==> config.mk <==
export PLATFORM = sky130hd
export DESIGN_NAME = battery_guard_load_supervisor_core
export DESIGN_NICKNAME = d
export VERILOG_FILES = /design/src/hw/rtl/bgls_pkg.sv /design/src/hw/rtl/battery_guard_load_supervisor_core.sv
export VERILOG_INCLUDE_DIRS = /design/src /design/src/hw/rtl
export SDC_FILE = /design/constraint.sdc
export NUM_CORES = 1
export LEC_CHECK = 0
export BUFFER_PORTS_ARGS = -buffer_cell sky130_fd_sc_hd__clkbuf_2
export CAP_MARGIN = 10
export CORE_MARGIN = 3
export CORE_UTILIZATION = 55
export CTS_BUF_LIST = sky130_fd_sc_hd__clkbuf_4 sky130_fd_sc_hd__clkbuf_8 sky130_fd_sc_hd__clkbuf_16
export DETAILED_ROUTE_END_ITERATION = 10
export GPL_TIMING_DRIVEN = 0
export PLACE_DENSITY = 0.8
export REMOVE_ABC_BUFFERS = 1
export SYNTH_ARGS = -nofsm -noshare
export SYNTH_HDL_FRONTEND = slang
export SYNTH_SLANG_ARGS = --single-unit
==> constraint.sdc <==
create_clock -name clock -period 7 [get_ports clock]
set_input_delay 1.05 -clock clock [delete_from_list [all_inputs] [get_ports clock]]
set_output_delay 1.05 -clock clock [all_outputs]
set_load 0.005 [all_outputs]
==> src/hw/rtl/battery_guard_load_supervisor_core_macros.svh <==
// ----------------------------------------------------------------------------
// Assertion macros for the battery guard load supervisor
// Concurrent assertion wrappers that compile to nothing when ASSERT_OFF is set.
// ----------------------------------------------------------------------------
`ifndef BATTERY_GUARD_LOAD_SUPERVISOR_CORE_MACROS_SVH
`define BATTERY_GUARD_LOAD_SUPERVISOR_CORE_MACROS_SVH

`ifndef ASSERT_OFF
// Same-cycle implication, disabled while reset is high.
`define BGLS_ASSERT_IMPLIES(label, clk, rst, ante, cons) \
   label: assert property (@(posedge clk) disable iff (rst) (ante) |-> (cons)) \
      else $error("assertion failed: same-cycle implication");
// Next-cycle implication, disabled while reset is high.
`define BGLS_ASSERT_NEXT(label, clk, rst, ante, cons) \
   label: assert property (@(posedge clk) disable iff (rst) (ante) |=> (cons)) \
      else $error("assertion failed: next-cycle implication");
`else
`define BGLS_ASSERT_IMPLIES(label, clk, rst, ante, cons)
`define BGLS_ASSERT_NEXT(label, clk, rst, ante, cons)
`endif

`endif

==> src/hw/rtl/bgls_pkg.sv <==
// ----------------------------------------------------------------------------
// bgls_pkg
// Types and fixed constants shared by the battery guard load supervisor.
// ----------------------------------------------------------------------------
`timescale 1ns / 1ps
`default_nettype none

package bgls_pkg;

   // ADC block format: the sum of SAMPLE_COUNT samples of ADC_BITS each.
   localparam int SAMPLE_COUNT = 64;
   localparam int ADC_BITS     = 10;
   localparam int SAMPLE_SHIFT = $clog2(SAMPLE_COUNT);

   // Field widths.
   localparam int ADC_SUM_W = 16;
   localparam int HOLD_W    = 6;
   localparam int MV_W      = 14;
   localparam int GAIN_W    = 14;
   localparam int WAKE_W    = 8;
   localparam int DAYS_W    = 8;
   localparam int CPD_W     = 16;
   localparam int COUNT_W   = 24;
   localparam int AVG_W     = ADC_SUM_W - SAMPLE_SHIFT;
   localparam int PROD_W    = AVG_W + GAIN_W;

   // Stream word widths, padded to whole bytes.
   localparam int REQ_TDATA_W = 24;
   localparam int RSP_TDATA_W = 24;
   localparam int CSR_IDX_W   = 3;
   localparam int CSR_DATA_W  = 16;

   localparam logic [MV_W-1:0]    MV_MAX    = '1;
   localparam logic [WAKE_W-1:0]  WAKE_MAX  = '1;
   localparam logic [COUNT_W-1:0] COUNT_MAX = '1;

   // Button hold limits in tenths of a second.
   localparam logic [HOLD_W-1:0] HOLD_QUICK   = 6'd10;
   localparam logic [HOLD_W-1:0] HOLD_DISPLAY = 6'd25;
   localparam logic [HOLD_W-1:0] HOLD_MAINT   = 6'd50;

   // Reset values.
   localparam logic [WAKE_W-1:0] WAKE_RESET     = 8'd13;
   localparam logic [MV_W-1:0]   OFF_MV_RESET   = 14'd3300;
   localparam logic [MV_W-1:0]   ON_MV_RESET    = 14'd3600;
   localparam logic [GAIN_W-1:0] GAIN_RESET     = 14'd5010;
   localparam logic [WAKE_W-1:0] INTERVAL_RESET = 8'd13;
   localparam logic [DAYS_W-1:0] DAYS_RESET     = 8'd0;
   localparam logic [CPD_W-1:0]  CPD_RESET      = 16'd2883;

   // Item kinds.
   localparam logic OP_TICK   = 1'b0;
   localparam logic OP_BUTTON = 1'b1;

   typedef enum logic [CSR_IDX_W-1:0] {
      CSR_OFF_MV         = 3'd0,
      CSR_ON_MV          = 3'd1,
      CSR_GAIN           = 3'd2,
      CSR_INTERVAL       = 3'd3,
      CSR_REBOOT_DAYS    = 3'd4,
      CSR_CHECKS_PER_DAY = 3'd5
   } csr_index_type;

   typedef enum logic [2:0] {
      ACT_NONE         = 3'd0,
      ACT_CHECK        = 3'd1,
      ACT_QUICK_RESET  = 3'd2,
      ACT_DISPLAY      = 3'd3,
      ACT_ENTER_MAINT  = 3'd4,
      ACT_EXIT_MAINT   = 3'd5,
      ACT_TIMED_REBOOT = 3'd6
   } action_type;

   typedef enum logic [1:0] {
      LEVEL_CRITICAL = 2'd0,
      LEVEL_MEDIUM   = 2'd1,
      LEVEL_GOOD     = 2'd2
   } level_type;

endpackage

`default_nettype wire

==> src/hw/rtl/battery_guard_load_supervisor_core.sv <==
// Flow: a word accepted on req is held in the input register, then written to
// the result register once that is free or draining, and shown on rsp there.
// Throughput: one word per cycle unless rsp stalls; with both registers full,
// req_tready follows rsp_tready combinationally. State updates take one stage.
// Reset: synchronous, active high; clears the load, sets the wake count so
// the first tick checks, and restores the register defaults. No clearing pass.
// ----------------------------------------------------------------------------
// battery_guard_load_supervisor_core
// Low-voltage load disconnect with hysteresis, timed reboot and button modes.
// ----------------------------------------------------------------------------
`timescale 1ns / 1ps
`default_nettype none

`include "battery_guard_load_supervisor_core_macros.svh"

module battery_guard_load_supervisor_core (
   input  wire logic                                 clock,
   input  wire logic                                 reset,
   // Request stream
   input  wire logic                                 req_tvalid,
   output logic                                      req_tready,
   // [15:0] adc_sum, [21:16] hold_tenths, [23:22] zero
   input  wire logic [bgls_pkg::REQ_TDATA_W-1:0]     req_tdata,
   // [0] operation
   input  wire logic                                 req_tuser,
   // Response stream
   output logic                                      rsp_tvalid,
   input  wire logic                                 rsp_tready,
   // [0] load_on, [1] reboot_pulse, [15:2] battery_mv, [17:16] battery_level,
   // [18] in_maintenance, [23:19] zero
   output logic [bgls_pkg::RSP_TDATA_W-1:0]          rsp_tdata,
   // [2:0] action
   output logic [2:0]                                rsp_tuser,
   // Register write port
   input  wire logic                                 csr_valid,
   output logic                                      csr_ready,
   input  wire logic [bgls_pkg::CSR_IDX_W-1:0]       csr_index,
   input  wire logic [bgls_pkg::CSR_DATA_W-1:0]      csr_data
);

   // ------------------------------------------------------------------------
   // Configuration registers
   // ------------------------------------------------------------------------
   logic [bgls_pkg::MV_W-1:0]   off_mv_ff;
   logic [bgls_pkg::MV_W-1:0]   on_mv_ff;
   logic [bgls_pkg::GAIN_W-1:0] gain_ff;
   logic [bgls_pkg::WAKE_W-1:0] interval_ff;
   logic [bgls_pkg::DAYS_W-1:0] days_ff;
   logic [bgls_pkg::CPD_W-1:0]  cpd_ff;

   assign csr_ready = 1'b1;

   // Register writes; an index beyond the list is accepted and ignored.
   always_ff @(posedge clock) begin
      if (reset) begin
         off_mv_ff   <= bgls_pkg::OFF_MV_RESET;
         on_mv_ff    <= bgls_pkg::ON_MV_RESET;
         gain_ff     <= bgls_pkg::GAIN_RESET;
         interval_ff <= bgls_pkg::INTERVAL_RESET;
         days_ff     <= bgls_pkg::DAYS_RESET;
         cpd_ff      <= bgls_pkg::CPD_RESET;
      end else if (csr_valid && csr_ready) begin
         case (bgls_pkg::csr_index_type'(csr_index))
            bgls_pkg::CSR_OFF_MV:         off_mv_ff   <= csr_data[bgls_pkg::MV_W-1:0];
            bgls_pkg::CSR_ON_MV:          on_mv_ff    <= csr_data[bgls_pkg::MV_W-1:0];
            bgls_pkg::CSR_GAIN:           gain_ff     <= csr_data[bgls_pkg::GAIN_W-1:0];
            bgls_pkg::CSR_INTERVAL:       interval_ff <= csr_data[bgls_pkg::WAKE_W-1:0];
            bgls_pkg::CSR_REBOOT_DAYS:    days_ff     <= csr_data[bgls_pkg::DAYS_W-1:0];
            bgls_pkg::CSR_CHECKS_PER_DAY: cpd_ff      <= csr_data[bgls_pkg::CPD_W-1:0];
            default: ;
         endcase
      end
   end

   // ------------------------------------------------------------------------
   // Handshake: input register feeds the result register
   // ------------------------------------------------------------------------
   logic s1_valid_ff;
   logic rsp_valid_ff;
   logic advance;
   logic req_accept;

   assign advance    = s1_valid_ff && (!rsp_valid_ff || rsp_tready);
   assign req_tready = !s1_valid_ff || advance;
   assign req_accept = req_tvalid && req_tready;
   assign rsp_tvalid = rsp_valid_ff;

   always_ff @(posedge clock) begin
      if (reset) begin
         s1_valid_ff  <= 1'b0;
         rsp_valid_ff <= 1'b0;
      end else begin
         if (req_accept) begin
            s1_valid_ff <= 1'b1;
         end else if (advance) begin
            s1_valid_ff <= 1'b0;
         end
         if (advance) begin
            rsp_valid_ff <= 1'b1;
         end else if (rsp_tready) begin
            rsp_valid_ff <= 1'b0;
         end
      end
   end

   // Input word register.
   logic                           s1_op_ff;
   logic [bgls_pkg::ADC_SUM_W-1:0] s1_sum_ff;
   logic [bgls_pkg::HOLD_W-1:0]    s1_hold_ff;

   always_ff @(posedge clock) begin
      if (req_accept) begin
         s1_op_ff   <= req_tuser;
         s1_sum_ff  <= req_tdata[bgls_pkg::ADC_SUM_W-1:0];
         s1_hold_ff <= req_tdata[bgls_pkg::ADC_SUM_W +: bgls_pkg::HOLD_W];
      end
   end

   // ------------------------------------------------------------------------
   // Millivolt conversion and battery level
   // ------------------------------------------------------------------------
   logic [bgls_pkg::AVG_W-1:0]  avg;
   logic [bgls_pkg::PROD_W-1:0] product;
   logic [bgls_pkg::PROD_W-1:0] mv_wide;
   logic [bgls_pkg::MV_W-1:0]   mv;
   logic                        mv_above_off;
   logic                        mv_at_on;
   bgls_pkg::level_type         level;

   assign avg     = s1_sum_ff[bgls_pkg::ADC_SUM_W-1:bgls_pkg::SAMPLE_SHIFT];
   assign product = bgls_pkg::PROD_W'(avg) * bgls_pkg::PROD_W'(gain_ff);
   assign mv_wide = product >> bgls_pkg::ADC_BITS;
   assign mv      = (mv_wide > bgls_pkg::PROD_W'(bgls_pkg::MV_MAX)) ?
                    bgls_pkg::MV_MAX : mv_wide[bgls_pkg::MV_W-1:0];

   assign mv_above_off = mv > off_mv_ff;
   assign mv_at_on     = mv >= on_mv_ff;

   always_comb begin
      if (!mv_above_off) begin
         level = bgls_pkg::LEVEL_CRITICAL;
      end else if (mv <= on_mv_ff) begin
         level = bgls_pkg::LEVEL_MEDIUM;
      end else begin
         level = bgls_pkg::LEVEL_GOOD;
      end
   end

   // ------------------------------------------------------------------------
   // Supervisor state and next-state logic
   // ------------------------------------------------------------------------
   logic                         load_ff,  load_in;
   logic                         maint_ff, maint_in;
   logic [bgls_pkg::WAKE_W-1:0]  wake_ff,  wake_in;
   logic [bgls_pkg::COUNT_W-1:0] count_ff, count_in;
   logic                         pulse;
   bgls_pkg::action_type         action;
   logic [bgls_pkg::COUNT_W-1:0] reboot_target;
   logic [bgls_pkg::WAKE_W-1:0]  wake_after;

   assign reboot_target = bgls_pkg::COUNT_W'(cpd_ff) * bgls_pkg::COUNT_W'(days_ff);

   always_comb begin
      load_in    = load_ff;
      maint_in   = maint_ff;
      wake_in    = wake_ff;
      count_in   = count_ff;
      pulse      = 1'b0;
      action     = bgls_pkg::ACT_NONE;
      wake_after = wake_ff;

      if (maint_ff) begin
         // Only a long hold leaves maintenance; the next tick then checks.
         if (s1_op_ff == bgls_pkg::OP_BUTTON && s1_hold_ff >= bgls_pkg::HOLD_MAINT) begin
            maint_in = 1'b0;
            load_in  = mv_above_off;
            wake_in  = interval_ff;
            count_in = '0;
            action   = bgls_pkg::ACT_EXIT_MAINT;
         end
      end else if (s1_op_ff == bgls_pkg::OP_TICK) begin
         // Battery check with hysteresis, then the optional timed reboot.
         if (wake_ff >= interval_ff) begin
            action     = bgls_pkg::ACT_CHECK;
            wake_after = '0;
            if (!mv_above_off) begin
               load_in = 1'b0;
            end
            if (mv_at_on) begin
               load_in = 1'b1;
            end
            if (days_ff != '0) begin
               if (count_ff != bgls_pkg::COUNT_MAX) begin
                  count_in = count_ff + 1'b1;
               end
               if (count_in >= reboot_target) begin
                  load_in  = mv_above_off;
                  pulse    = mv_above_off;
                  count_in = '0;
                  action   = bgls_pkg::ACT_TIMED_REBOOT;
               end
            end
         end
         wake_in = (wake_after != bgls_pkg::WAKE_MAX) ? wake_after + 1'b1 : wake_after;
      end else begin
         // Button release outside maintenance, decoded by hold time.
         if (s1_hold_ff >= bgls_pkg::HOLD_MAINT) begin
            load_in  = 1'b0;
            maint_in = 1'b1;
            action   = bgls_pkg::ACT_ENTER_MAINT;
         end else if (s1_hold_ff >= bgls_pkg::HOLD_DISPLAY) begin
            action = bgls_pkg::ACT_DISPLAY;
         end else if (s1_hold_ff >= bgls_pkg::HOLD_QUICK) begin
            load_in  = mv_above_off;
            pulse    = mv_above_off;
            wake_in  = '0;
            count_in = '0;
            action   = bgls_pkg::ACT_QUICK_RESET;
         end
      end
   end

   // State moves only when an item leaves the input register.
   always_ff @(posedge clock) begin
      if (reset) begin
         load_ff  <= 1'b0;
         maint_ff <= 1'b0;
         wake_ff  <= bgls_pkg::WAKE_RESET;
         count_ff <= '0;
      end else if (advance) begin
         load_ff  <= load_in;
         maint_ff <= maint_in;
         wake_ff  <= wake_in;
         count_ff <= count_in;
      end
   end

   // ------------------------------------------------------------------------
   // Result register
   // ------------------------------------------------------------------------
   logic                      rsp_load_ff;
   logic                      rsp_pulse_ff;
   logic [bgls_pkg::MV_W-1:0] rsp_mv_ff;
   bgls_pkg::level_type       rsp_level_ff;
   logic                      rsp_maint_ff;
   bgls_pkg::action_type      rsp_action_ff;

   always_ff @(posedge clock) begin
      if (advance) begin
         rsp_load_ff   <= load_in;
         rsp_pulse_ff  <= pulse;
         rsp_mv_ff     <= mv;
         rsp_level_ff  <= level;
         rsp_maint_ff  <= maint_in;
         rsp_action_ff <= action;
      end
   end

   assign rsp_tdata = {5'd0, rsp_maint_ff, rsp_level_ff, rsp_mv_ff, rsp_pulse_ff, rsp_load_ff};
   assign rsp_tuser = rsp_action_ff;

   // ------------------------------------------------------------------------
   // Assertions
   // ------------------------------------------------------------------------
   // Maintenance always holds the load off.
   `BGLS_ASSERT_IMPLIES(a_maint_load_off, clock, reset,
      rsp_valid_ff && rsp_maint_ff, !rsp_load_ff)
   // A reboot pulse only comes from a reset or timed reboot that ended on.
   `BGLS_ASSERT_IMPLIES(a_pulse_source, clock, reset, rsp_valid_ff && rsp_pulse_ff,
      rsp_load_ff && (rsp_action_ff == bgls_pkg::ACT_QUICK_RESET ||
      rsp_action_ff == bgls_pkg::ACT_TIMED_REBOOT))
   // A critical battery never ends a reboot with the load on.
   `BGLS_ASSERT_IMPLIES(a_pulse_level, clock, reset,
      rsp_valid_ff && rsp_level_ff == bgls_pkg::LEVEL_CRITICAL, !rsp_pulse_ff)
   // A held input word is not dropped while the result side is stalled.
   `BGLS_ASSERT_NEXT(a_s1_held, clock, reset, s1_valid_ff && !advance, s1_valid_ff)

endmodule

`default_nettype wire

==> impl_summary.md, run 1 <==
STA
Setup repair after global routing could not meet its margin everywhere. The maximum operating frequency is 143 MHz. The total negative slack for setup checks is 0 ns. The number of pins with negative max-slew slack in the final report is 0.

The measured slew at the worst slew-check pin is 1.11 ns. The final number of hold-violating endpoints is 0. The relative max-transition margin is 26.3%.

Of the available clock period, the critical path in the final layout requires 99.8%. Setup violations remaining at the end of the flow were counted as 0. The worst path needs 6.99 ns of the cycle, external delays included. The largest clock skew in the final design is 0.0147 ns.

Finish
The final standard cell utilization of the core is 62.7%. The area growth from synthesis to layout is 11.8%. The final layout contains 2261 nets. Cells with a size suffix above 1 make up 12.5% of the layout.

0 antenna diodes ended up in the layout.

Route
The residual DRC count is 0. The DRC marker count from the first detailed-route iteration is 1217. In the routed layout, each cell is associated on average with a via count of 5.85. The final routed wirelength across all metal layers is 40100 um. The number of vias after detailed routing is 13200. The number of search-and-repair iterations in the first detailed-routing pass is 6. The number of nets with antenna violations after routing is 0. In the final routed layout, each cell accounts on average for 17.7 um.

Synthesis
Summed over its instances, the top area cell type makes up 22.6% of the synthesized netlist area. By count the netlist is led by sky130_fd_sc_hd__nand2_1 (331), sky130_fd_sc_hd__inv_1 (245), sky130_fd_sc_hd__fa_1 (177), sky130_fd_sc_hd__ha_1 (164), sky130_fd_sc_hd__and2_1 (130). The part of the Yosys area used for sequential elements is 21.5%. In the synthesized netlist the dominant register cell turns out to be sky130_fd_sc_hd__dfxtp_1. The number of enable flip-flop cells after synthesis is 39. The most frequent cell after synthesis is sky130_fd_sc_hd__nand2_1. After synthesis, the share of flip-flops with an asynchronous set or reset is 0%. Counting flops and latches in the post-synthesis netlist gives 149. The number of distinct library cell variants in the gate-level netlist after synthesis is 64. The total number of yosys warnings is 0. In the synthesized netlist, the number of instances is 1826. By area the synthesized netlist is led by sky130_fd_sc_hd__fa_1 (23%), sky130_fd_sc_hd__dfxtp_1 (14%), sky130_fd_sc_hd__ha_1 (13%), sky130_fd_sc_hd__nand2_1 (7.9%), sky130_fd_sc_hd__edfxtp_1 (7.5%). The library cell occupying the most area in the post-synthesis netlist is sky130_fd_sc_hd__fa_1.

The synthesized cell area is 0.0157 mm2. The synthesized area divided by synthesized cell count is 8.58 um2.

Power
For this design the total switching power over the nets is 2.04 mW. Combinational logic burns 57.4% of the power. Dividing total power by cell area gives a power density of 268 mW/mm2. Net switching is 43.3% of the power. The internal power consumption is 2.67 mW. Per report_power, the clock group accounts for 20.0% of the total. Summed over all cells, the static leakage comes to 8.32 nW. Per report_power, the sequential group accounts for 22.7% of the total. VDD sags by at most 0.406 mV.

Clock tree
After clock tree synthesis, the clock-pin slew on the worst setup and hold paths is 0.07 ns. The CTS tree is yes. The number of hold buffers added after CTS was 0. The number of clock buffers added by TritonCTS is 17. For this design, the sink count on the clock tree is 149. The master cell of the clock root buffer is sky130_fd_sc_hd__clkbuf_16. The depth of the CTS H-tree is 4. Clock latency on the worst-skew pair, taken at its later pin, is 0.44 ns.

Counting along the longest clock path gives a buffer depth of 2.

Global route
For this run, the total global-route usage over all layers was measured as 25.2%. The number of global-route vias before repair is 13200. The maximum number of pins on one net before global-route repair is 82. The initial antenna violation count is 0. The first-pass GRT wire length is 63300 um. The global route total overflow is 0.

Placed design
The wire-length estimate of the detail-placed layout is 27000 um. At the end of routability-driven placement, the weighted congestion stood at 0.920. During placement, the flow inserted port buffers numbering 64.

Worst setup path
The endpoint of the most critical setup path is load_ff$_SDFFE_PP0P_. The critical path in this run is classified as reg -> reg. The largest driver fanout on the critical path is 6. The endpoint identified for the worst register-to-register timing path is load_ff$_SDFFE_PP0P_. In this run the critical register-to-register path is launched from s1_sum_ff[10]$_DFFE_PP_. The data arrival time of the worst path is 7.34 ns. For this run, the slowest stage of the critical path takes 0.56 ns. In this run the worst setup path begins at s1_sum_ff[10]$_DFFE_PP_. The register-to-register path setup slack is 0.01 ns. The number of cells on the worst reg-to-reg path is 28. The worst setup path is launched from a flop. For the worst setup path, the data required time is 7.36 ns. The most numerous cell on the critical path is sky130_fd_sc_hd__fa_1. The cell with the largest stage delay on the worst path is sky130_fd_sc_hd__edfxtp_1. STA classifies the critical path endpoint as a flop.

Floorplanning
The die span in x is 175 um. The floorplan step set the die height to 175 um. The number of top-level pins is 79. The standard-cell row count is 61.

The initial core utilization is 56.1%. The die footprint is 0.0305 mm2. The floorplan step defined a core boundary enclosing 0.0279 mm2.

Worst hold path
The tightest min-delay check is of the reg -> reg type.

Run
The max-capacitance violation count is 0.

Outcome
The flow ran to the end, and the final reports show no timing, DRC or antenna violations.
cells in the final DEF (no fill, tap or decap), types with 6 or more instances in the layout:
cell	instances
sky130_fd_sc_hd__nand2_1	329
sky130_fd_sc_hd__inv_1	241
sky130_fd_sc_hd__fa_1	176
sky130_fd_sc_hd__ha_1	155
sky130_fd_sc_hd__and2_1	129
sky130_fd_sc_hd__a21oi_1	106
sky130_fd_sc_hd__dfxtp_1	89
sky130_fd_sc_hd__nor2_1	65
sky130_fd_sc_hd__clkbuf_2	63
sky130_fd_sc_hd__buf_4	43
sky130_fd_sc_hd__edfxtp_1	39
sky130_fd_sc_hd__o21ai_0	37
sky130_fd_sc_hd__nand3_1	33
sky130_fd_sc_hd__xnor2_1	28
sky130_fd_sc_hd__a21o_1	23
sky130_fd_sc_hd__nand4_1	23
sky130_fd_sc_hd__xor2_1	21
sky130_fd_sc_hd__o211ai_1	20
sky130_fd_sc_hd__clkbuf_16	17
sky130_fd_sc_hd__nor2b_1	16
sky130_fd_sc_hd__a22oi_1	16
sky130_fd_sc_hd__dfxtp_2	15
sky130_fd_sc_hd__and3_1	13
sky130_fd_sc_hd__o21a_1	11
sky130_fd_sc_hd__nor3_1	11
sky130_fd_sc_hd__a211oi_1	9
sky130_fd_sc_hd__ha_4	8
sky130_fd_sc_hd__a31oi_1	6
sky130_fd_sc_hd__nand3b_1	6
sky130_fd_sc_hd__conb_1	6
sky130_fd_sc_hd__dfxtp_4	6
kinds of logic (layout without fill, tap and decap cells):
group	after synthesis	count (layout)	synth area share, %
AND/OR/NAND/NOR	664	665	20.1
adder cells (fa/ha/maj)	341	341	35.7
buffers and inverters	336	389	8.31
AO/OA/AOI/OAI	277	277	11.1
flip-flops	149	149	21.5
XOR/XNOR	55	55	3.08
other	2	6	0.0479
multiplexers	2	2	0.144
power groups by stage:
stage          Sequential (mW)  Combinational, mW  Clock, mW
2_1_floorplan             1.06               1.44          0
3_3_place_gp              1.09               1.90          0
3_5_place_dp              1.09               2.00          0
4_1_cts                   1.07               2.21      0.937
5_1_grt                   1.07               2.95      0.975
6_report                  1.07               2.70      0.939
routing by layer:
metal	global-route usage (%)	vias to the layer above	wire (um)
met4	10.7	0	1520
li1	-	6001	-
met1	32.7	6454	15600
met2	42.1	622	19700
met3	3.89	149	3300
met5	0	-	0
worst min-delay path by stage:
stage | start | cells past startpoint | end
final | off_mv_ff[4]$_SDFFE_PP0P_ | 2 | off_mv_ff[4]$_SDFFE_PP0P_
after global routing | on_mv_ff[13]$_SDFFE_PP0P_ | 2 | on_mv_ff[13]$_SDFFE_PP0P_
after CTS | on_mv_ff[13]$_SDFFE_PP0P_ | 2 | on_mv_ff[13]$_SDFFE_PP0P_
after detailed placement | on_mv_ff[13]$_SDFFE_PP0P_ | 2 | on_mv_ff[13]$_SDFFE_PP0P_
after global placement | on_mv_ff[2]$_SDFFE_PP0P_ | 2 | on_mv_ff[2]$_SDFFE_PP0P_
after floorplan | off_mv_ff[12]$_SDFFE_PP0P_ | 2 | off_mv_ff[12]$_SDFFE_PP0P_
registers in the layout, indices dropped and copies added (netlist names), 2 cells and up:
name / flops
count_ff: 24
cpd_ff: 16
days_ff: 8
gain_ff: 14
interval_ff: 8
off_mv_ff: 14
on_mv_ff: 14
rsp_level_ff: 2
rsp_mv_ff: 14
rsp_tuser: 3
s1_hold_ff: 6
s1_sum_ff: 10
wake_ff: 8
through the flow:
| stage | setup WS [ns] | power [mW] | area [um2] | hold WS, ns | instances |
|---|---|---|---|---|---|
| after floorplan | 0.379 | 2.50 | 15300 | 0.430 | 1739 |
| after global placement | -0.731 | 2.99 | 16100 | 0.445 | 2181 |
| after detailed placement | -0.926 | 3.09 | 16100 | 0.447 | 2182 |
| after CTS | 0.00412 | 4.21 | 17000 | 0.456 | 2237 |
| after global routing | -0.219 | 4.99 | 17500 | 0.489 | 2262 |
| final | 0.0129 | 4.70 | 17500 | 0.461 | 2262 |
final cells by class:
class                           instances  area, um2
Clock buffer                           19        447
Clock inverter                         13        138
Timing Repair Buffer                  112        706
Multi-Input combinational cell       1346      11400
Fill cell                            2206      10400
Inverter                              245        920
Tap cell                              378        473
Sequential cell                       149       3410
timing repair:
item | CTS | global route
setup endpoints to repair | 32 | 32
cloned | 0 | 1
buffers inserted | 23 | 24
pin swaps | 11 | 42
gates resized for setup | 39 | 70
worst max-delay path, delay by kind of cell (launching register included):
kind | cells | cell delay, ns
AO/OA/AOI/OAI | 10 | 2.00
XOR/XNOR | 1 | 0.21
adder cells (fa/ha/maj) | 7 | 2.95
buffers and inverters | 6 | 0.61
flip-flops | 1 | 0.56
AND/OR/NAND/NOR | 4 | 0.57
No activity file was read; power rests on OpenSTA's default activity.
==> inputs of run 2 (changes only) <==
--- a/config.mk
+++ b/config.mk
@@ -8,6 +8,7 @@
 export LEC_CHECK = 0
 export BUFFER_PORTS_ARGS = -buffer_cell sky130_fd_sc_hd__clkbuf_2
 export CAP_MARGIN = 10
+export CORE_ASPECT_RATIO = 0.75
 export CORE_MARGIN = 3
 export CORE_UTILIZATION = 55
 export CTS_BUF_LIST = sky130_fd_sc_hd__clkbuf_4 sky130_fd_sc_hd__clkbuf_8 sky130_fd_sc_hd__clkbuf_16
==> impl_summary.md, run 2 (same netlist as run 1, synthesis figures left out) <==
Outcome
Outcome: finished with violations (was finished clean). The checks that failed: negative setup slack.

STA
The number of pins with negative max-slew slack in the final report was 0 (unchanged). The total of endpoints with negative setup slack in the final report is 5 (was 0). The maximum operating frequency is 140 MHz (was 143 MHz). The final critical path time including I/O delays and setup is 7.14 ns (was 6.99 ns).

The largest clock skew in the final design is 0.0160 ns (was 0.0147 ns). The relative max-transition margin is 14.7% (was 26.3%). The measured slew at the worst slew-check pin is 1.28 ns (was 1.11 ns).

The ratio of final minimum period to clock period is 102% (was 99.8%). The total negative slack for setup checks is -0.434 ns (was 0 ns). The final number of hold-violating endpoints is 0 (unchanged). The minimum hold slack is 0.460 ns (was 0.461 ns). RSZ-0062 raised after global routing: yes (unchanged). The post-route worst setup slack was -0.140 ns (was 0.0129 ns).

Floorplanning
The floorplan die height is 152 um (was 175 um). The die span in x is 201 um (was 175 um). The placeable core area was 0.0275 mm2 (was 0.0279 mm2).

The die footprint is 0.0306 mm2 (was 0.0305 mm2). The initial core utilization is 56.9% (was 56.1%). The number of top-level pins came to 79 (unchanged).

The standard-cell row count is 52 (was 61).

Finish
The ratio of cells with drive above 1 in the final layout is 12.9% (was 12.5%). The post-route standard cell area excluding fillers is 0.0177 mm2 (was 0.0175 mm2). The register containing the most flip-flops in the final layout is count_ff (unchanged). Biggest registers after layout: count_ff: 24 flops, cpd_ff: 16 flops (unchanged). The non-filler instance count after layout came to 2272 (was 2262).

The leading cell type in the layout, fill and taps excluded is sky130_fd_sc_hd__nand2_1 (unchanged). The final standard cell utilization of the core is 64.3% (was 62.7%). The post-layout net count is 2271 (was 2261). The area added between synthesis and finish is 13.0% (was 11.8%). Commonest cells after routing, fill and taps aside: sky130_fd_sc_hd__nand2_1 (329), sky130_fd_sc_hd__inv_1 (243), sky130_fd_sc_hd__fa_1 (175), sky130_fd_sc_hd__ha_1 (156), sky130_fd_sc_hd__and2_1 (129) (was sky130_fd_sc_hd__nand2_1 (329), sky130_fd_sc_hd__inv_1 (241), sky130_fd_sc_hd__fa_1 (176), sky130_fd_sc_hd__ha_1 (155), sky130_fd_sc_hd__and2_1 (129)). The number of flip-flops under the largest register name is 24 (unchanged).

The layout filler cell count is 2056 (was 2206). The total inserted antenna cells came to 0 (unchanged).

Worst setup path
The data arrival time of the worst path is 7.34 ns (about the same). The critical path's largest stage delay came to 0.54 ns (was 0.56 ns). The capturing element type of the critical path is a flop (unchanged). The required time of the critical path is 7.20 ns (was 7.36 ns).

The reg-to-reg critical path startpoint is s1_sum_ff[7]$_DFFE_PP_ (was s1_sum_ff[10]$_DFFE_PP_). The largest driver fanout on the critical path was 6 (unchanged). The worst setup path startpoint is s1_sum_ff[7]$_DFFE_PP_ (was s1_sum_ff[10]$_DFFE_PP_).

The startpoint class of the critical path is a flop (unchanged). The kind of critical path is reg -> reg (unchanged). The cell with the largest stage delay on the worst path is sky130_fd_sc_hd__fa_1 (was sky130_fd_sc_hd__edfxtp_1).

Global route
The overall routing resource usage is 26.7% (was 25.2%). The first-pass GRT wire length is 67200 um (was 63300 um). The initial antenna violation count is 0 (unchanged). The global route total overflow came to 0 (unchanged). The maximum number of pins on one net before global-route repair was 80 (was 82). The number of global-route vias before repair is 13600 (was 13200).

Route
The number of search-and-repair iterations in the first detailed-routing pass is 6 (unchanged). The final routed wirelength across all metal layers is 42500 um (was 40100 um). The average routed wire per standard cell is 18.7 um (was 17.7 um). The mean number of vias per cell is 5.91 (was 5.85). The number of nets with antenna violations after routing is 0 (unchanged). The number of vias after detailed routing is 13400 (was 13200).

The DRC marker count from the first detailed-route iteration is 1320 (was 1217). The residual DRC count was 0 (unchanged).

Clock tree
The CTS tree is yes (unchanged). The number of buffers on the longest clock path came to 2 (unchanged). The number of clock sinks seen by CTS was 149 (unchanged).

The clock latency on the worst-skew pair is 0.44 ns (about the same). The number of buffers added by the clock tree synthesis step is 17 (unchanged). The depth of the CTS H-tree was 4 (unchanged). The master cell of the clock root buffer is sky130_fd_sc_hd__clkbuf_16 (unchanged).

The number of hold buffers added after CTS came to 0 (unchanged). The clock transition at the register clock pins on the worst setup and hold paths after CTS is 0.07 ns (about the same).

Worst hold path
The hold path startpoint is on_mv_ff[3]$_SDFFE_PP0P_ (was off_mv_ff[4]$_SDFFE_PP0P_). The class of the most critical hold timing path is reg -> reg (unchanged).

Power
The overall power after layout was 4.82 mW (was 4.70 mW). The cell leakage power was 8.41 nW (was 8.32 nW). The power density relative to cell area is 272 mW/mm2 (was 268 mW/mm2). The worst ir drop on vdd was 0.305 mV (was 0.406 mV).

Placed design
The final RePlAce weighted congestion came to 0.882 (was 0.920). The placement-stage cell area is 0.0161 mm2 (about the same). The port buffer count was 64 (unchanged). The number of placed cells counting well taps is 2183 (was 2182). The detailed-placement wirelength estimate is 28900 um (was 27000 um). The placement-stage worst setup slack is -0.941 ns (was -0.926 ns).

Run
The max-capacitance violation count was 0 (unchanged).
-- run 2: area by class of cell --
type,count,area [um2],area share (%)
inverter,245,920,5.20
tap,378,473,2.67
multi-input combinational,1347,11400,64.6
clock inverter,15,213,1.20
timing repair buffer,121,807,4.56
clock buffer,17,425,2.40
sequential,149,3430,19.4
-- run 2: layer usage --
layer / share of wire [%] / track usage [%] / vias to the layer above
li1: - / - / 6035
met1: 40 / 36.8 / 6529
met2: 47 / 43.4 / 746
met3: 11 / 5.23 / 124
met4: 2.6 / 7.02 / 0
met5: 0 / 0 / -
-- run 2: critical path: cells and delay by family, from the launching register on --
family / cells / cell delay, ns
compound gates: 10 / 1.82
simple gates: 4 / 0.71
buf+inv: 9 / 0.94
fa+ha+maj: 7 / 2.65
flops: 1 / 0.48
xor+xnor: 1 / 0.28
-- run 2: what timing repair did --
item / CTS / global route
buffers inserted: 22 / 33
gates cloned: 0 / 2
gates resized for setup: 37 / 78
pin swaps: 3 / 44
setup endpoints to repair: 32 / 32
-- run 2: path summary, 6_finish.rpt --
kind                                   end  slack, ns  cells past startpoint
min reg2reg       on_mv_ff[3]$_SDFFE_PP0P_       0.46                      2
min               on_mv_ff[3]$_SDFFE_PP0P_       0.46                      2
max          rsp_level_ff[1]$_SDFFCE_PP0P_      -0.14                     31
max reg2reg  rsp_level_ff[1]$_SDFFCE_PP0P_      -0.14                     31
-- run 2: report_power, final --
part / total [mW] / leakage, nW / switching, mW / internal (mW)
clock: 1.00 / 0.307 / 0.453 / 0.550
combinational: 2.76 / 6.83 / 1.61 / 1.15
sequential: 1.06 / 1.27 / 0.0538 / 1.00
==> inputs of run 3 (changes only) <==
--- a/config.mk
+++ b/config.mk
@@ -8,13 +8,15 @@
 export LEC_CHECK = 0
 export BUFFER_PORTS_ARGS = -buffer_cell sky130_fd_sc_hd__clkbuf_2
 export CAP_MARGIN = 10
+export CELL_PAD_IN_SITES_DETAIL_PLACEMENT = 0
+export CELL_PAD_IN_SITES_GLOBAL_PLACEMENT = 1
 export CORE_ASPECT_RATIO = 0.75
 export CORE_MARGIN = 3
-export CORE_UTILIZATION = 55
+export CORE_UTILIZATION = 44
 export CTS_BUF_LIST = sky130_fd_sc_hd__clkbuf_4 sky130_fd_sc_hd__clkbuf_8 sky130_fd_sc_hd__clkbuf_16
 export DETAILED_ROUTE_END_ITERATION = 10
 export GPL_TIMING_DRIVEN = 0
-export PLACE_DENSITY = 0.8
+export PLACE_DENSITY = 0.82
 export REMOVE_ABC_BUFFERS = 1
 export SYNTH_ARGS = -nofsm -noshare
 export SYNTH_HDL_FRONTEND = slang
==> impl_summary.md, run 3 (same netlist as run 1, synthesis figures left out) <==
Worst setup path
The kind of critical path is reg -> reg (unchanged). The largest driver fanout on the critical path is 7 (was 6). The startpoint class of the critical path is a flop (unchanged). The data arrival time of the worst path came to 7.20 ns (was 7.34 ns). The required time of the critical path is 7.35 ns (was 7.20 ns). The capturing element type of the critical path is a flop (unchanged).

Clock tree
The clock latency on the worst-skew pair came to 0.43 ns (was 0.44 ns). The depth of the CTS H-tree is 4 (unchanged). The number of clock sinks seen by CTS came to 149 (unchanged). The number of hold buffers added after CTS is 0 (unchanged).

The number of buffers added by the clock tree synthesis step is 17 (unchanged). The CTS tree is yes (unchanged). The number of buffers on the longest clock path is 2 (unchanged). The clock transition at the register clock pins on the worst setup and hold paths after CTS is 0.07 ns (about the same). The master cell of the clock root buffer is sky130_fd_sc_hd__clkbuf_16 (unchanged).

Finish
The total inserted antenna cells came to 0 (unchanged). The leading cell type in the layout, fill and taps excluded is sky130_fd_sc_hd__nand2_1 (unchanged). The register containing the most flip-flops in the final layout is count_ff (unchanged).

The post-layout net count was 2267 (was 2271). The final standard cell utilization of the core is 50.6% (was 64.3%). The number of flip-flops under the largest register name was 24 (unchanged). The ratio of cells with drive above 1 in the final layout is 12.3% (was 12.9%). Commonest cells after routing, fill and taps aside: sky130_fd_sc_hd__nand2_1 (331), sky130_fd_sc_hd__inv_1 (244), sky130_fd_sc_hd__fa_1 (176), sky130_fd_sc_hd__ha_1 (157), sky130_fd_sc_hd__and2_1 (128) (was sky130_fd_sc_hd__nand2_1 (329), sky130_fd_sc_hd__inv_1 (243), sky130_fd_sc_hd__fa_1 (175), sky130_fd_sc_hd__ha_1 (156), sky130_fd_sc_hd__and2_1 (129)). The area added between synthesis and finish came to 12.7% (was 13.0%).

Biggest registers after layout: count_ff: 24 flops, cpd_ff: 16 flops (unchanged).

STA
The maximum operating frequency came to 146 MHz (was 140 MHz). The total negative slack for setup checks is 0 ns (was -0.434 ns). The post-route worst setup slack was 0.155 ns (was -0.140 ns). The final critical path time including I/O delays and setup is 6.84 ns (was 7.14 ns). RSZ-0062 raised after global routing: yes (unchanged). The ratio of final minimum period to clock period is 97.8% (was 102%). The largest clock skew in the final design was 0.0181 ns (was 0.0160 ns).

The total of endpoints with negative setup slack in the final report came to 0 (was 5). The measured slew at the worst slew-check pin is 1.24 ns (was 1.28 ns). The relative max-transition margin is 17.3% (was 14.7%). The final number of hold-violating endpoints is 0 (unchanged).

The number of pins with negative max-slew slack in the final report is 0 (unchanged).

Global route
The initial antenna violation count is 1 (was 0). The overall routing resource usage is 20.9% (was 26.7%). The number of global-route vias before repair came to 12200 (was 13600). The maximum number of pins on one net before global-route repair is 58 (was 80). The first-pass GRT wire length was 63900 um (was 67200 um). The global route total overflow is 0 (unchanged).

Placed design
The port buffer count is 64 (unchanged). The detailed-placement wirelength estimate was 29000 um (was 28900 um). The final RePlAce weighted congestion was 0.865 (was 0.882). The placement-stage worst setup slack is -1.02 ns (was -0.941 ns).

Floorplanning
The die footprint is 0.0379 mm2 (was 0.0306 mm2). The initial core utilization is 44.9% (was 56.9%). The floorplan die height is 169 um (was 152 um). The standard-cell row count is 59 (was 52). The die span in x is 224 um (was 201 um).

The number of top-level pins is 79 (unchanged). The placeable core area is 0.0349 mm2 (was 0.0275 mm2).

Route
The number of nets with antenna violations after routing is 0 (unchanged). The number of vias after detailed routing is 12700 (was 13400). The number of search-and-repair iterations in the first detailed-routing pass is 5 (was 6). The mean number of vias per cell is 5.39 (was 5.91). The final routed wirelength across all metal layers was 39700 um (was 42500 um). The average routed wire per standard cell came to 16.9 um (was 18.7 um). The DRC marker count from the first detailed-route iteration is 975 (was 1320). The residual DRC count is 0 (unchanged).

Run
The max-capacitance violation count came to 0 (unchanged).

Outcome
Outcome: finished clean (was finished with violations).

Power
The worst ir drop on vdd is 0.277 mV (was 0.305 mV). The power density relative to cell area came to 262 mW/mm2 (was 272 mW/mm2). The cell leakage power is 8.35 nW (was 8.41 nW).

Worst hold path
The class of the most critical hold timing path is reg -> reg (unchanged).
run 3: changes by cell type in the layout (fill, tap and decap cells not counted), moves of 3 or more:
cell	change
sky130_fd_sc_hd__buf_4	+3
sky130_fd_sc_hd__buf_6	-4
sky130_fd_sc_hd__clkinv_8	-3
sky130_fd_sc_hd__inv_6	+3
run 3: report_power, final:
| part | internal, mW | switching, mW |
|---|---|---|
| clock network | 0.550 | 0.439 |
| registers | 1.00 | 0.0550 |
| logic | 1.13 | 1.44 |
run 3: path summary, 6_finish.rpt:
kind / startpoint / to / slack [ns] / cells past startpoint
worst max-delay path: s1_sum_ff[11]$_DFFE_PP_ / load_ff$_SDFFE_PP0P_ / 0.16 / 25
worst min-delay path: off_mv_ff[3]$_SDFFE_PP0P_ / off_mv_ff[3]$_SDFFE_PP0P_ / 0.46 / 2
worst max register to register: s1_sum_ff[11]$_DFFE_PP_ / load_ff$_SDFFE_PP0P_ / 0.16 / 25
worst min register to register: off_mv_ff[3]$_SDFFE_PP0P_ / off_mv_ff[3]$_SDFFE_PP0P_ / 0.46 / 2
run 3: metal layers:
metal,share of wire [%],global-route usage (%),vias up
li1,-,-,6016
met1,48,31.8,6236
met2,45,32.0,362
met3,6.5,2.63,36
met4,1.1,4.25,2
met5,0.028,0,-
run 3: final cells by class:
class	instances	area, um2
repair buffers	117	744
multi-input cells	1347	11400
inverters	245	920
clock buffers	19	475
well taps	457	572
clock inverters	13	148
flip-flops and latches	149	3430
fillers	3242	17300
run 3: per-stage QoR:
stage / instances / cell area, um2 / power [mW] / hold slack (ns)
after floorplan: 1739 / 15300 / 2.50 / 0.430
after CTS: 2321 / 17200 / 4.28 / 0.456
after global routing: 2347 / 17700 / 4.95 / 0.477
after global placement: 2260 / 16200 / 3.05 / 0.444
after detailed placement: 2261 / 16200 / 3.11 / 0.446
final: 2347 / 17700 / 4.62 / 0.456
run 3: repair_timing:
action / CTS / global route
setup buffers: 27 / 25
pin swaps: 6 / 40
endpoints found under the hold margin: 0 / 0
cloned: 1 / 1
resized for setup: 38 / 62
endpoints found under the setup margin: 32 / 32
run 3: worst max-delay path: stages, from the launching register on:
cell and delay (ns):
sky130_fd_sc_hd__edfxtp_1 0.57, sky130_fd_sc_hd__buf_6 0.20, sky130_fd_sc_hd__and2_1 0.16, sky130_fd_sc_hd__fa_1 0.46, sky130_fd_sc_hd__fa_1 0.56, sky130_fd_sc_hd__fa_1 0.42, sky130_fd_sc_hd__fa_1 0.49, sky130_fd_sc_hd__inv_1 0.05
sky130_fd_sc_hd__fa_1 0.48, sky130_fd_sc_hd__inv_1 0.06, sky130_fd_sc_hd__ha_4 0.28, sky130_fd_sc_hd__nand4_1 0.09, sky130_fd_sc_hd__nor2_1 0.14, sky130_fd_sc_hd__a31oi_2 0.14, sky130_fd_sc_hd__a21boi_4 0.27, sky130_fd_sc_hd__a41oi_4 0.23
sky130_fd_sc_hd__o211ai_1 0.30, sky130_fd_sc_hd__a21oi_1 0.18, sky130_fd_sc_hd__xnor2_2 0.26, sky130_fd_sc_hd__ha_1 0.29, sky130_fd_sc_hd__nand4_1 0.10, sky130_fd_sc_hd__nor2_1 0.05, sky130_fd_sc_hd__a221o_1 0.40, sky130_fd_sc_hd__or2_2 0.30
sky130_fd_sc_hd__o311a_1 0.14, sky130_fd_sc_hd__a31oi_1 0.16
